===== src/hw/rtl/cfrx_pkg.sv =====
// Shared constants, types and the CRC-8 step function of the COBS frame receiver.
`timescale 1ns / 1ps
package cfrx_pkg;

  // Default depth of the frame store in bytes.
  localparam int MAX_FRAME_BYTES_DEF = 64;

  // Configuration register widths, indexes and reset values.
  localparam int PLEN_W      = 7;
  localparam int CRC_OFF_W   = 6;
  localparam int CFG_IDX_W   = 1;
  localparam int CFG_DATA_W  = 7;
  localparam logic [CFG_IDX_W-1:0] CFG_PACKET_LENGTH = 1'd0;
  localparam logic [CFG_IDX_W-1:0] CFG_CRC_OFFSET    = 1'd1;
  localparam logic [PLEN_W-1:0]    PLEN_RESET        = 7'd16;
  localparam logic [CRC_OFF_W-1:0] CRC_OFF_RESET     = 6'd15;

  // Status codes of a result item.
  localparam logic [1:0] ST_OK      = 2'd0;
  localparam logic [1:0] ST_BAD_LEN = 2'd1;
  localparam logic [1:0] ST_BAD_CRC = 2'd2;

  // Byte constants of the COBS framing and of the CRC.
  localparam logic [7:0] BYTE_ZERO = 8'h00;
  localparam logic [7:0] CODE_FULL = 8'hFF;
  localparam logic [7:0] CRC_MSB   = 8'h80;
  localparam logic [7:0] CRC_POLY  = 8'h31;

  // Frame-end verdict from the decoder to the store.
  typedef struct packed {
    logic done;
    logic bad_len;
    logic bad_crc;
  } cfrx_verdict_t;

  // One CRC-8 byte step, MSB first.
  function automatic logic [7:0] crc8_step(input logic [7:0] crc, input logic [7:0] v);
    logic [7:0] c;
    c = crc ^ v;
    for (int k = 0; k < 8; k++) begin
      if ((c & CRC_MSB) != BYTE_ZERO) begin
        c = {c[6:0], 1'b0} ^ CRC_POLY;
      end else begin
        c = {c[6:0], 1'b0};
      end
    end
    return c;
  endfunction

endpackage


===== src/hw/rtl/cfrx_decoder.sv =====
// COBS byte decoder with length count, CRC-8 accumulation and frame-end verdict.
`timescale 1ns / 1ps
module cfrx_decoder #(
  parameter int MAX_FRAME_BYTES = cfrx_pkg::MAX_FRAME_BYTES_DEF,
  parameter int AW              = (MAX_FRAME_BYTES > 1) ? $clog2(MAX_FRAME_BYTES) : 1
) (
  input  logic                           clk,
  input  logic                           rst_n,
  input  logic                           accept,
  input  logic [7:0]                     rx_byte,
  input  logic [cfrx_pkg::PLEN_W-1:0]    plen,
  input  logic [cfrx_pkg::CRC_OFF_W-1:0] crc_off,
  output logic                           wr_en,
  output logic [AW-1:0]                  wr_addr,
  output logic [7:0]                     wr_data,
  output cfrx_pkg::cfrx_verdict_t        verdict
);
  import cfrx_pkg::*;

  localparam int CW = $clog2(MAX_FRAME_BYTES + 1);
  localparam int XW = (CW > PLEN_W) ? CW : PLEN_W;

  logic [7:0]    grp_r, grp_nxt;
  logic          zp_r, zp_nxt;
  logic [1:0]    enc_r, enc_nxt;
  logic [CW-1:0] cnt_r, cnt_nxt;
  logic          ovf_r, ovf_nxt;
  logic [7:0]    crc_r, crc_nxt;
  logic [7:0]    rcrc_r, rcrc_nxt;

  logic          do_commit;
  logic [7:0]    cval;
  logic [7:0]    crc_in;
  logic [XW-1:0] cnt_x;
  logic [XW-1:0] plen_x;
  logic [XW-1:0] off_x;
  logic          len_bad;

  assign cnt_x  = XW'(cnt_r);
  assign plen_x = XW'(plen);
  assign off_x  = XW'(crc_off);

  // Length check of the frame collected so far.
  assign len_bad = ovf_r || (plen == '0) || (plen_x > XW'(MAX_FRAME_BYTES)) ||
                   (cnt_x != plen_x);

  // Decode one byte; commit a data byte or the held-back zero.
  always_comb begin
    grp_nxt   = grp_r;
    zp_nxt    = zp_r;
    enc_nxt   = enc_r;
    cnt_nxt   = cnt_r;
    ovf_nxt   = ovf_r;
    crc_nxt   = crc_r;
    rcrc_nxt  = rcrc_r;
    do_commit = 1'b0;
    cval      = rx_byte;
    crc_in    = rx_byte;
    wr_en     = 1'b0;
    wr_addr   = cnt_r[AW-1:0];
    wr_data   = rx_byte;
    verdict   = '0;
    if (accept) begin
      if (rx_byte != BYTE_ZERO) begin
        if (enc_r != 2'd2) begin
          enc_nxt = enc_r + 2'd1;
        end
        if (grp_r == BYTE_ZERO) begin
          do_commit = zp_r;
          cval      = BYTE_ZERO;
          grp_nxt   = rx_byte - 8'd1;
          zp_nxt    = (rx_byte != CODE_FULL);
        end else begin
          do_commit = 1'b1;
          cval      = rx_byte;
          grp_nxt   = grp_r - 8'd1;
        end
        if (do_commit) begin
          if (cnt_r >= CW'(MAX_FRAME_BYTES)) begin
            ovf_nxt = 1'b1;
          end else begin
            wr_en   = 1'b1;
            wr_data = cval;
            crc_in  = cval;
            if (cnt_x == off_x) begin
              rcrc_nxt = cval;
              crc_in   = BYTE_ZERO;
            end
            crc_nxt = crc8_step(crc_r, crc_in);
            cnt_nxt = cnt_r + CW'(1);
          end
        end
      end else begin
        // Frame end: report unless the frame was too short, then clear.
        if (enc_r == 2'd2) begin
          verdict.done    = 1'b1;
          verdict.bad_len = len_bad;
          verdict.bad_crc = !len_bad && (crc_r != rcrc_r);
        end
        grp_nxt  = BYTE_ZERO;
        zp_nxt   = 1'b0;
        enc_nxt  = 2'd0;
        cnt_nxt  = '0;
        ovf_nxt  = 1'b0;
        crc_nxt  = BYTE_ZERO;
        rcrc_nxt = BYTE_ZERO;
      end
    end
  end

  // Frame state registers.
  always_ff @(posedge clk) begin
    if (!rst_n) begin
      grp_r  <= BYTE_ZERO;
      zp_r   <= 1'b0;
      enc_r  <= 2'd0;
      cnt_r  <= '0;
      ovf_r  <= 1'b0;
      crc_r  <= BYTE_ZERO;
      rcrc_r <= BYTE_ZERO;
    end else begin
      grp_r  <= grp_nxt;
      zp_r   <= zp_nxt;
      enc_r  <= enc_nxt;
      cnt_r  <= cnt_nxt;
      ovf_r  <= ovf_nxt;
      crc_r  <= crc_nxt;
      rcrc_r <= rcrc_nxt;
    end
  end

endmodule


===== src/hw/rtl/cfrx_store.sv =====
// Frame store memory, read-out sequencer and output register.
`timescale 1ns / 1ps
module cfrx_store #(
  parameter int MAX_FRAME_BYTES = cfrx_pkg::MAX_FRAME_BYTES_DEF,
  parameter int AW              = (MAX_FRAME_BYTES > 1) ? $clog2(MAX_FRAME_BYTES) : 1
) (
  input  logic                        clk,
  input  logic                        rst_n,
  input  logic                        wr_en,
  input  logic [AW-1:0]               wr_addr,
  input  logic [7:0]                  wr_data,
  input  cfrx_pkg::cfrx_verdict_t     verdict,
  input  logic [cfrx_pkg::PLEN_W-1:0] plen,
  output logic                        busy,
  output logic                        out_valid,
  input  logic                        out_stall,
  output logic [7:0]                  out_data_byte,
  output logic [1:0]                  out_status,
  output logic                        out_last
);
  import cfrx_pkg::*;

  localparam int CW = $clog2(MAX_FRAME_BYTES + 1);
  localparam int XW = (CW > PLEN_W) ? CW : PLEN_W;

  logic [7:0]    mem [MAX_FRAME_BYTES];
  logic [7:0]    rd_data_r;
  logic          emit_r;
  logic [CW-1:0] rd_idx_r;
  logic          out_valid_r;
  logic          is_data_r;
  logic [1:0]    status_r;
  logic          last_r;
  logic          adv;
  logic          rd_en;
  logic          rd_last;

  // The output register can take a new item this cycle.
  assign adv     = !out_valid_r || !out_stall;
  assign rd_en   = emit_r && adv && !verdict.done;
  assign rd_last = (XW'(rd_idx_r) + XW'(1)) == XW'(plen);
  assign busy    = emit_r || (out_valid_r && out_stall);

  // Frame store: one write port, one registered read port.
  always_ff @(posedge clk) begin
    if (wr_en) begin
      mem[wr_addr] <= wr_data;
    end
    if (rd_en) begin
      rd_data_r <= mem[rd_idx_r[AW-1:0]];
    end
  end

  // Read-out sequencer and output control.
  always_ff @(posedge clk) begin
    if (!rst_n) begin
      emit_r      <= 1'b0;
      rd_idx_r    <= '0;
      out_valid_r <= 1'b0;
      is_data_r   <= 1'b0;
      status_r    <= ST_OK;
      last_r      <= 1'b0;
    end else if (verdict.done) begin
      if (verdict.bad_len || verdict.bad_crc) begin
        out_valid_r <= 1'b1;
        is_data_r   <= 1'b0;
        status_r    <= verdict.bad_len ? ST_BAD_LEN : ST_BAD_CRC;
        last_r      <= 1'b1;
      end else begin
        out_valid_r <= 1'b0;
        emit_r      <= 1'b1;
        rd_idx_r    <= '0;
      end
    end else if (rd_en) begin
      out_valid_r <= 1'b1;
      is_data_r   <= 1'b1;
      status_r    <= ST_OK;
      last_r      <= rd_last;
      rd_idx_r    <= rd_idx_r + CW'(1);
      if (rd_last) begin
        emit_r <= 1'b0;
      end
    end else if (adv) begin
      out_valid_r <= 1'b0;
    end
  end

  assign out_valid     = out_valid_r;
  assign out_data_byte = is_data_r ? rd_data_r : BYTE_ZERO;
  assign out_status    = status_r;
  assign out_last      = last_r;

endmodule


===== src/hw/rtl/cobs_frame_receiver_crc8.sv =====
// Top level of the COBS frame receiver with CRC-8 check.
`timescale 1ns / 1ps
// Received bytes enter on the in_ channel (in_valid, in_stall, in_rx_byte);
// a zero byte ends a frame. Each accepted byte is decoded combinationally and
// decoded bytes are written into the frame store memory.
// At a frame end with at least two encoded bytes, a frame of packet_length
// bytes with a matching CRC is sent on the out_ channel one byte per cycle
// while out_stall is low, read from the store through its registered read
// port, with out_last on the final byte; the first byte follows the zero
// byte through emit_r, then the read port. A bad frame gives one status item
// in the cycle after the zero byte. One received byte is taken per cycle
// while in_stall is low; a good frame holds the input during its read-out.
// in_stall is raised while a frame is read out, and whenever an output item
// is waiting under out_stall; nothing is lost or repeated under stall.
// The cfg_ channel writes packet_length (index 0) and crc_offset (index 1)
// and is always ready; write it only while the block is idle.
// Synchronous reset sets packet_length to 16, crc_offset to 15 and clears
// the frame state; the store needs no clearing.
module cobs_frame_receiver_crc8 #(
  parameter int MAX_FRAME_BYTES = cfrx_pkg::MAX_FRAME_BYTES_DEF
) (
  input  logic                            clk,
  input  logic                            rst_n,
  input  logic                            in_valid,
  output logic                            in_stall,
  input  logic [7:0]                      in_rx_byte,
  output logic                            out_valid,
  input  logic                            out_stall,
  output logic [7:0]                      out_data_byte,
  output logic [1:0]                      out_status,
  output logic                            out_last,
  input  logic                            cfg_valid,
  output logic                            cfg_ready,
  input  logic [cfrx_pkg::CFG_IDX_W-1:0]  cfg_index,
  input  logic [cfrx_pkg::CFG_DATA_W-1:0] cfg_data
);
  import cfrx_pkg::*;

  localparam int AW = (MAX_FRAME_BYTES > 1) ? $clog2(MAX_FRAME_BYTES) : 1;

  logic [PLEN_W-1:0]    plen_r;
  logic [CRC_OFF_W-1:0] crc_off_r;
  logic                 accept;
  logic                 busy;
  logic                 wr_en;
  logic [AW-1:0]        wr_addr;
  logic [7:0]           wr_data;
  cfrx_verdict_t        verdict;

  assign cfg_ready = 1'b1;
  assign in_stall  = busy;
  assign accept    = in_valid && !busy;

  // Configuration registers.
  always_ff @(posedge clk) begin
    if (!rst_n) begin
      plen_r    <= PLEN_RESET;
      crc_off_r <= CRC_OFF_RESET;
    end else if (cfg_valid && cfg_ready) begin
      case (cfg_index)
        CFG_PACKET_LENGTH: plen_r    <= cfg_data[PLEN_W-1:0];
        CFG_CRC_OFFSET:    crc_off_r <= cfg_data[CRC_OFF_W-1:0];
        default: ;
      endcase
    end
  end

  cfrx_decoder #(
    .MAX_FRAME_BYTES(MAX_FRAME_BYTES),
    .AW             (AW)
  ) u_decoder (
    .clk    (clk),
    .rst_n  (rst_n),
    .accept (accept),
    .rx_byte(in_rx_byte),
    .plen   (plen_r),
    .crc_off(crc_off_r),
    .wr_en  (wr_en),
    .wr_addr(wr_addr),
    .wr_data(wr_data),
    .verdict(verdict)
  );

  cfrx_store #(
    .MAX_FRAME_BYTES(MAX_FRAME_BYTES),
    .AW             (AW)
  ) u_store (
    .clk          (clk),
    .rst_n        (rst_n),
    .wr_en        (wr_en),
    .wr_addr      (wr_addr),
    .wr_data      (wr_data),
    .verdict      (verdict),
    .plen         (plen_r),
    .busy         (busy),
    .out_valid    (out_valid),
    .out_stall    (out_stall),
    .out_data_byte(out_data_byte),
    .out_status   (out_status),
    .out_last     (out_last)
  );

endmodule


===== config.mk =====
export PLATFORM = sky130hd
export DESIGN_NAME = cobs_frame_receiver_crc8
export DESIGN_NICKNAME = d
export VERILOG_FILES = /design/src/hw/rtl/cfrx_pkg.sv /design/src/hw/rtl/cfrx_decoder.sv /design/src/hw/rtl/cfrx_store.sv /design/src/hw/rtl/cobs_frame_receiver_crc8.sv
export SDC_FILE = /design/constraint.sdc
export NUM_CORES = 1
export LEC_CHECK = 0
export BUFFER_PORTS_ARGS = -buffer_cell sky130_fd_sc_hd__buf_2
export CAP_MARGIN = 10
export CORE_ASPECT_RATIO = 0.6
export CORE_MARGIN = 3
export CORE_UTILIZATION = 30
export CTS_CLUSTER_SIZE = 14
export DETAILED_ROUTE_END_ITERATION = 12
export GPL_ROUTABILITY_DRIVEN = 1
export PLACE_DENSITY = 0.42
export SLEW_MARGIN = 10
export SYNTH_ARGS = -nofsm -noshare
export SYNTH_HDL_FRONTEND = slang
export SYNTH_SLANG_ARGS = --single-unit

===== constraint.sdc =====
create_clock -name clk -period 4.8 [get_ports clk]
set_clock_uncertainty 0.2 [all_clocks]
set_input_delay 0.72 -clock clk [delete_from_list [all_inputs] [get_ports clk]]
set_output_delay 0.72 -clock clk [all_outputs]
set_load 0.01 [all_outputs]

Word-level counts from Yosys, hierarchy flattened:

Memories as Yosys holds them, arrays and structs flattened. A register that Yosys moved wholly into a read port is not among the register bits.
Cells that the tools add are included.

* bits in registers: 61
* memory bits (writable): 512
* bits of input ports: 21
* output and inout bits: 14
* logic and storage cells: 179
* memories kept: 1

* add/sub/neg operators: 5
* $lt $le $gt $ge: 2
* equality and inequality tests: 15
* muxes and demuxes: 99
* bitwise logic cells: 10
* reduce and logical (&&, ||, !) cells: 32

Memory list
* u_store.mem: depth 64, width 8, rd ports 1, clocked after Yosys merged registers in 1, write ports 1, RTL line cfrx_store.sv:26 `logic [7:0] mem [MAX_FRAME_BYTES];`

Operators with widths (number)
* two-way mux 8 bit: 48
* two-way mux 6 bit: 8
* two-way mux 7 bit: 6
* two-way mux 1 bit: 28
* NOT 3 bit: 8
* inequality test 2 bit, second input constant: 9
* subtractor 8 x 1 -> 8 bit, second input constant: 2
* adder 7 x 1 -> 7 bit, second input constant: 2
* two-way mux 2 bit: 6
* AND reduction 2 bit: 6
* two-way mux 3 bit: 3
* AND reduction 3 bit: 3
* logical NOT 8 bit: 1
* inequality test 8 bit: 1
* inequality test 8 bit, second input constant: 1
* nonzero test 8 bit: 1
* XOR 8 bit: 1
* == test 7 x 6 -> 1 bit: 1
* == test 7 bit: 1
* greater-or-equal comparator 7 bit, second input constant: 1
* > comparator 7 bit, second input constant: 1
* logical NOT 7 bit: 1
* inequality test 7 bit: 1
* logical OR 1 bit: 6
* other kinds (8): 17

Depth between registers and ports, before layout:

* depth in word-level cells: 56
* mapped depth: 12
* gate-level depth less buffers: 10

Modules after synthesis:

Synthesis repeated with hierarchy kept, for this count alone.

* cell total of the unflattened synthesis: 1383
* area, all modules: 24133.1 sq um

Modules (own cells, without submodules)
* cfrx_store: instances 1, cells an instance 1014, area an instance 20997.6 sq um, sequential area each 15875.2 sq um
* cfrx_decoder: instances 1, cells an instance 309, area an instance 2598.7 sq um, sequential area each 700.7 sq um
* cobs_frame_receiver_crc8: instances 1, cells an instance 60, area an instance 536.8 sq um, sequential area each 260.2 sq um

Worst setup path before layout:

OpenSTA, ideal clock, no wires.

* path type: input-to-reg
* start point: input in_rx_byte[5]
* end point: memory u_store.mem[0][3], data pin
* setup time: 0.517 ns
* data arrival time: 3.018 ns
* required time: 4.083 ns
* setup slack: 1.065 ns
* cell stages on the path: 6
* path buffers: 2
* cell sequence: buf_2 > or4_4 > or4_4 > buf_6 > a21oi_2 > nor2b_1

* longest elaborated chain between the ends: 3

RTL lines
* start: declaration: RTL line cobs_frame_receiver_crc8.sv:26 `input logic [7:0] in_rx_byte,`
* nonzero test 8 bit: RTL line cfrx_decoder.sv:64 `if (rx_byte != BYTE_ZERO) begin`
* two-way mux 8 bit: RTL line cfrx_decoder.sv:64
* two-way mux 8 bit: RTL line cfrx_decoder.sv:63 `if (accept) begin`
* named net u_decoder.wr_data[3]: RTL line cfrx_decoder.sv:15 `output logic [7:0] wr_data,`
* end: declaration: RTL line cfrx_store.sv:26

The timed path passes the listed nets, and every way through them passes these cells.

==> results.yml <==
status:
  status: "finished clean"
grt:
  grt_start_max_net_pins: 65
  grtUsageTotal_pct: 15.9
  antenna_found_initial: 0
  grt_pass1_wl_um: 95100
  first_global_vias: 12600
  grt-ovfl-total: 0
cells_and_area:
  stdcell_area_um2: 27100
  fin_nets: 1486
  drive_gt1_share_pct: 23.7
  n_fill_cell: 7344
  area_delta_synth_final_pct: 15.1
  antenna-diode-count: 0
clock_tree:
  insertion_delay_ns: 0.61
  cts_buffers: 55
  h-tree-depth: 2
  clkTransAtPathRegs_ns: 0.07
  tritoncts: "done"
  clockBufferDepth: 3
  cts.repair.resized: 0
  cts_root_buf: "clkbuf_16"
  cts_sinks: 581
  cts_hold_buffers: 0
  post_cts.repair.setup_buffers: 0
power_and_ir_drop:
  pwr_density_cell_nw_per_um2: 427
  ir_drop_v: 0.000315
  leakage_uw: 0.00855
sta:
  period_needed_ns: 3.42
  max_freq_mhz: 292
  setup_violations: 0
  rsz0062_at_grt: "no"
  drv_slew: 0
  relSlewSlack_pct: 29.2
  fin_setup_tns_ns: 0
  hold_viol: 0
  tightest_slew_ns: 1.06
  fin_crit_sh_pct: 71.3
  fin_ws_ns: 1.38
placed_design:
  place_worst_setup_slack_ns: 0.775
  placed_area_um2: 25500
  gp_congestion: 0.815
  io_buffers: 33
  dp_hpwl_um: 42100
logic_synthesis:
  syn-cell-area_um2: 23600
  synth_cell_type_count: 62
  yosysTopAreaCell: "edfxtp_1"
  synth_ff_type: "edfxtp_1"
  syn_nets: 1392
  yosysMostFrequentCell: "edfxtp_1"
  ys_ff_latch: 581
  netlist_instances: 1366
  async_flop_share_pct: 0
  yosys_warnings: 0
  syn_avg_cell_area_um2: 17.3
  synth_edf_count: 520
  synth.area.top_cells: "edfxtp_1, mux4_2, dfxtp_1"
  synthTopCellsByCount: "edfxtp_1, mux4_2, nor2_1, nand2_1, dfxtp_1"
  synth_top_area_share_pct: 66.2
  synth.yosys.seq_area_share_pct: 71.4
route:
  avgViaCountPerCell: 5.09
  ant_nets: 0
  vias: 13000
  wl_per_cell_um: 26.1
  drc: 0
  drt_iter0_markers: 1441
  first_pass_iters: 5
  routed_wl_um: 66500
worst_setup_path:
  cp_max_fo: 37
  r2r_slack_ns: 1.38
  start_kind: "flip-flop"
  reg2reg_from: "u_store.rd_idx_r[0]$_SDFFE_PN0P_"
  r2r_cells: 7
  crit_end: "u_store.rd_data_r[7]$_DFFE_PP_"
  startpoint: "u_store.rd_idx_r[0]$_SDFFE_PN0P_"
  r2r-end: "u_store.rd_data_r[7]$_DFFE_PP_"
  end_kind: "flip-flop"
  cp.arrival_ns: 3.54
  worstPathRequired_ns: 4.91
  path_class: "reg -> reg"
worst_hold_path:
  min_path_type: "in -> reg"
  worstHoldPathCells: 3
floorplanning:
  die_h_um: 223
  ios: 35
  die_w_um: 368
  core_area_um2: 76700
  start_util_pct: 30.7
  num_rows: 78
  die_area_um2: 82100
flow_run:
  cap_violations: 0
[where the power goes]
part	internal, uW	switching, uW
logic	554	989
registers	5750	129
clock network	2240	1900
total	8550	3020
[layer usage]
layer  GRT usage [%]  share of wire (%)  vias to the layer above
met5               0                  0                        -
met4            2.45                1.1                        0
met3            4.09                7.6                       55
met2            20.6                 39                      408
met1            26.5                 53                     6869
li1                -                  -                     5632
[registers in the layout, indices dropped and copies added (netlist names), 2 cells and up]
register,count
u_store.mem,512
u_decoder.crc_r,8
u_decoder.grp_r,8
u_decoder.rcrc_r,8
u_store.rd_data_r,8
plen_r,7
u_decoder.cnt_r,7
u_store.rd_idx_r,7
crc_off_r,6
u_decoder.enc_r,2
u_store.out_status,2
[metrics by stage]
step           hold WS [ns]  utilization, %  power (uW)  instances
6_report              0.174            35.4       11600       2545
3_3_place_gp          0.256            33.2        7540       2443
5_1_grt               0.158            35.4       12100       2545
4_1_cts               0.125            35.4       11700       2545
2_1_floorplan         0.229               -        6970       1366
3_5_place_dp          0.258            33.2        7530       2443
[worst min path at each step]
stage	endpoint	from	slack (ns)
4_1_cts	crc_off_r[5]$_SDFFE_PN0P_	cfg_data[5]	0.13
3_5_place_dp	u_decoder.rcrc_r[2]$_SDFFE_PN0P_	u_decoder.rcrc_r[2]$_SDFFE_PN0P_	0.26
5_1_grt	crc_off_r[5]$_SDFFE_PN0P_	cfg_data[5]	0.16
2_1_floorplan	u_decoder.ovf_r$_SDFFE_PN0P_	u_decoder.ovf_r$_SDFFE_PN0P_	0.23
3_3_place_gp	u_decoder.rcrc_r[0]$_SDFFE_PN0P_	u_decoder.rcrc_r[0]$_SDFFE_PN0P_	0.26
6_report	crc_off_r[5]$_SDFFE_PN0P_	cfg_data[5]	0.17
[worst max-delay path: stages (launching register included)]
cell	delay, ns
dfxtp_4	0.61
buf_12	0.29
buf_12	0.32
buf_12	0.30
mux4_2	0.58
a22oi_1	0.20
nand2_1	0.13
a211o_1	0.42
[layout by cell type (no fill, tap or decap), drive strengths merged, types with 11 or more instances in the layout]
| cell type | n |
|---|---|
| a221oi | 16 |
| xor2 | 25 |
| o22ai | 12 |
| and2 | 18 |
| buf | 122 |
| clkinv | 20 |
| a22oi | 36 |
| o21ai | 21 |
| mux4 | 128 |
| edfxtp | 520 |
| dfxtp | 61 |
| clkbuf | 75 |
| nor2 | 112 |
| nand3 | 31 |
| nor3 | 16 |
| inv | 14 |
| a22o | 19 |
| nor2b | 11 |
| xnor2 | 35 |
| nand2 | 65 |
| a21oi | 40 |
[cells by family (layout without fill, tap and decap cells)]
kind of cell / count (synthesis) / after routing / share of synthesized area, %
AO/OA/AOI/OAI: 184 / 184 / 5.50
AND/OR/NAND/NOR: 298 / 298 / 5.98
adder cells (fa/ha/maj): 5 / 5 / 0.265
multiplexers: 139 / 139 / 12.7
buffers and inverters: 97 / 236 / 1.78
flip-flops: 581 / 581 / 71.4
XOR/XNOR: 61 / 61 / 2.32
other: 1 / 1 / 0.0159
[cell type report]
class	instances	area (um^2)	share of cell area, %
flip-flops and latches	581	16800	62.1
multi-input cells	688	6390	23.6
clock buffers	75	1460	5.39
well taps	1040	1300	4.80
repair buffers	122	883	3.26
clock inverters	27	200	0.738
inverters	12	45.0	0.166
Power figures use the tool's default switching activity.
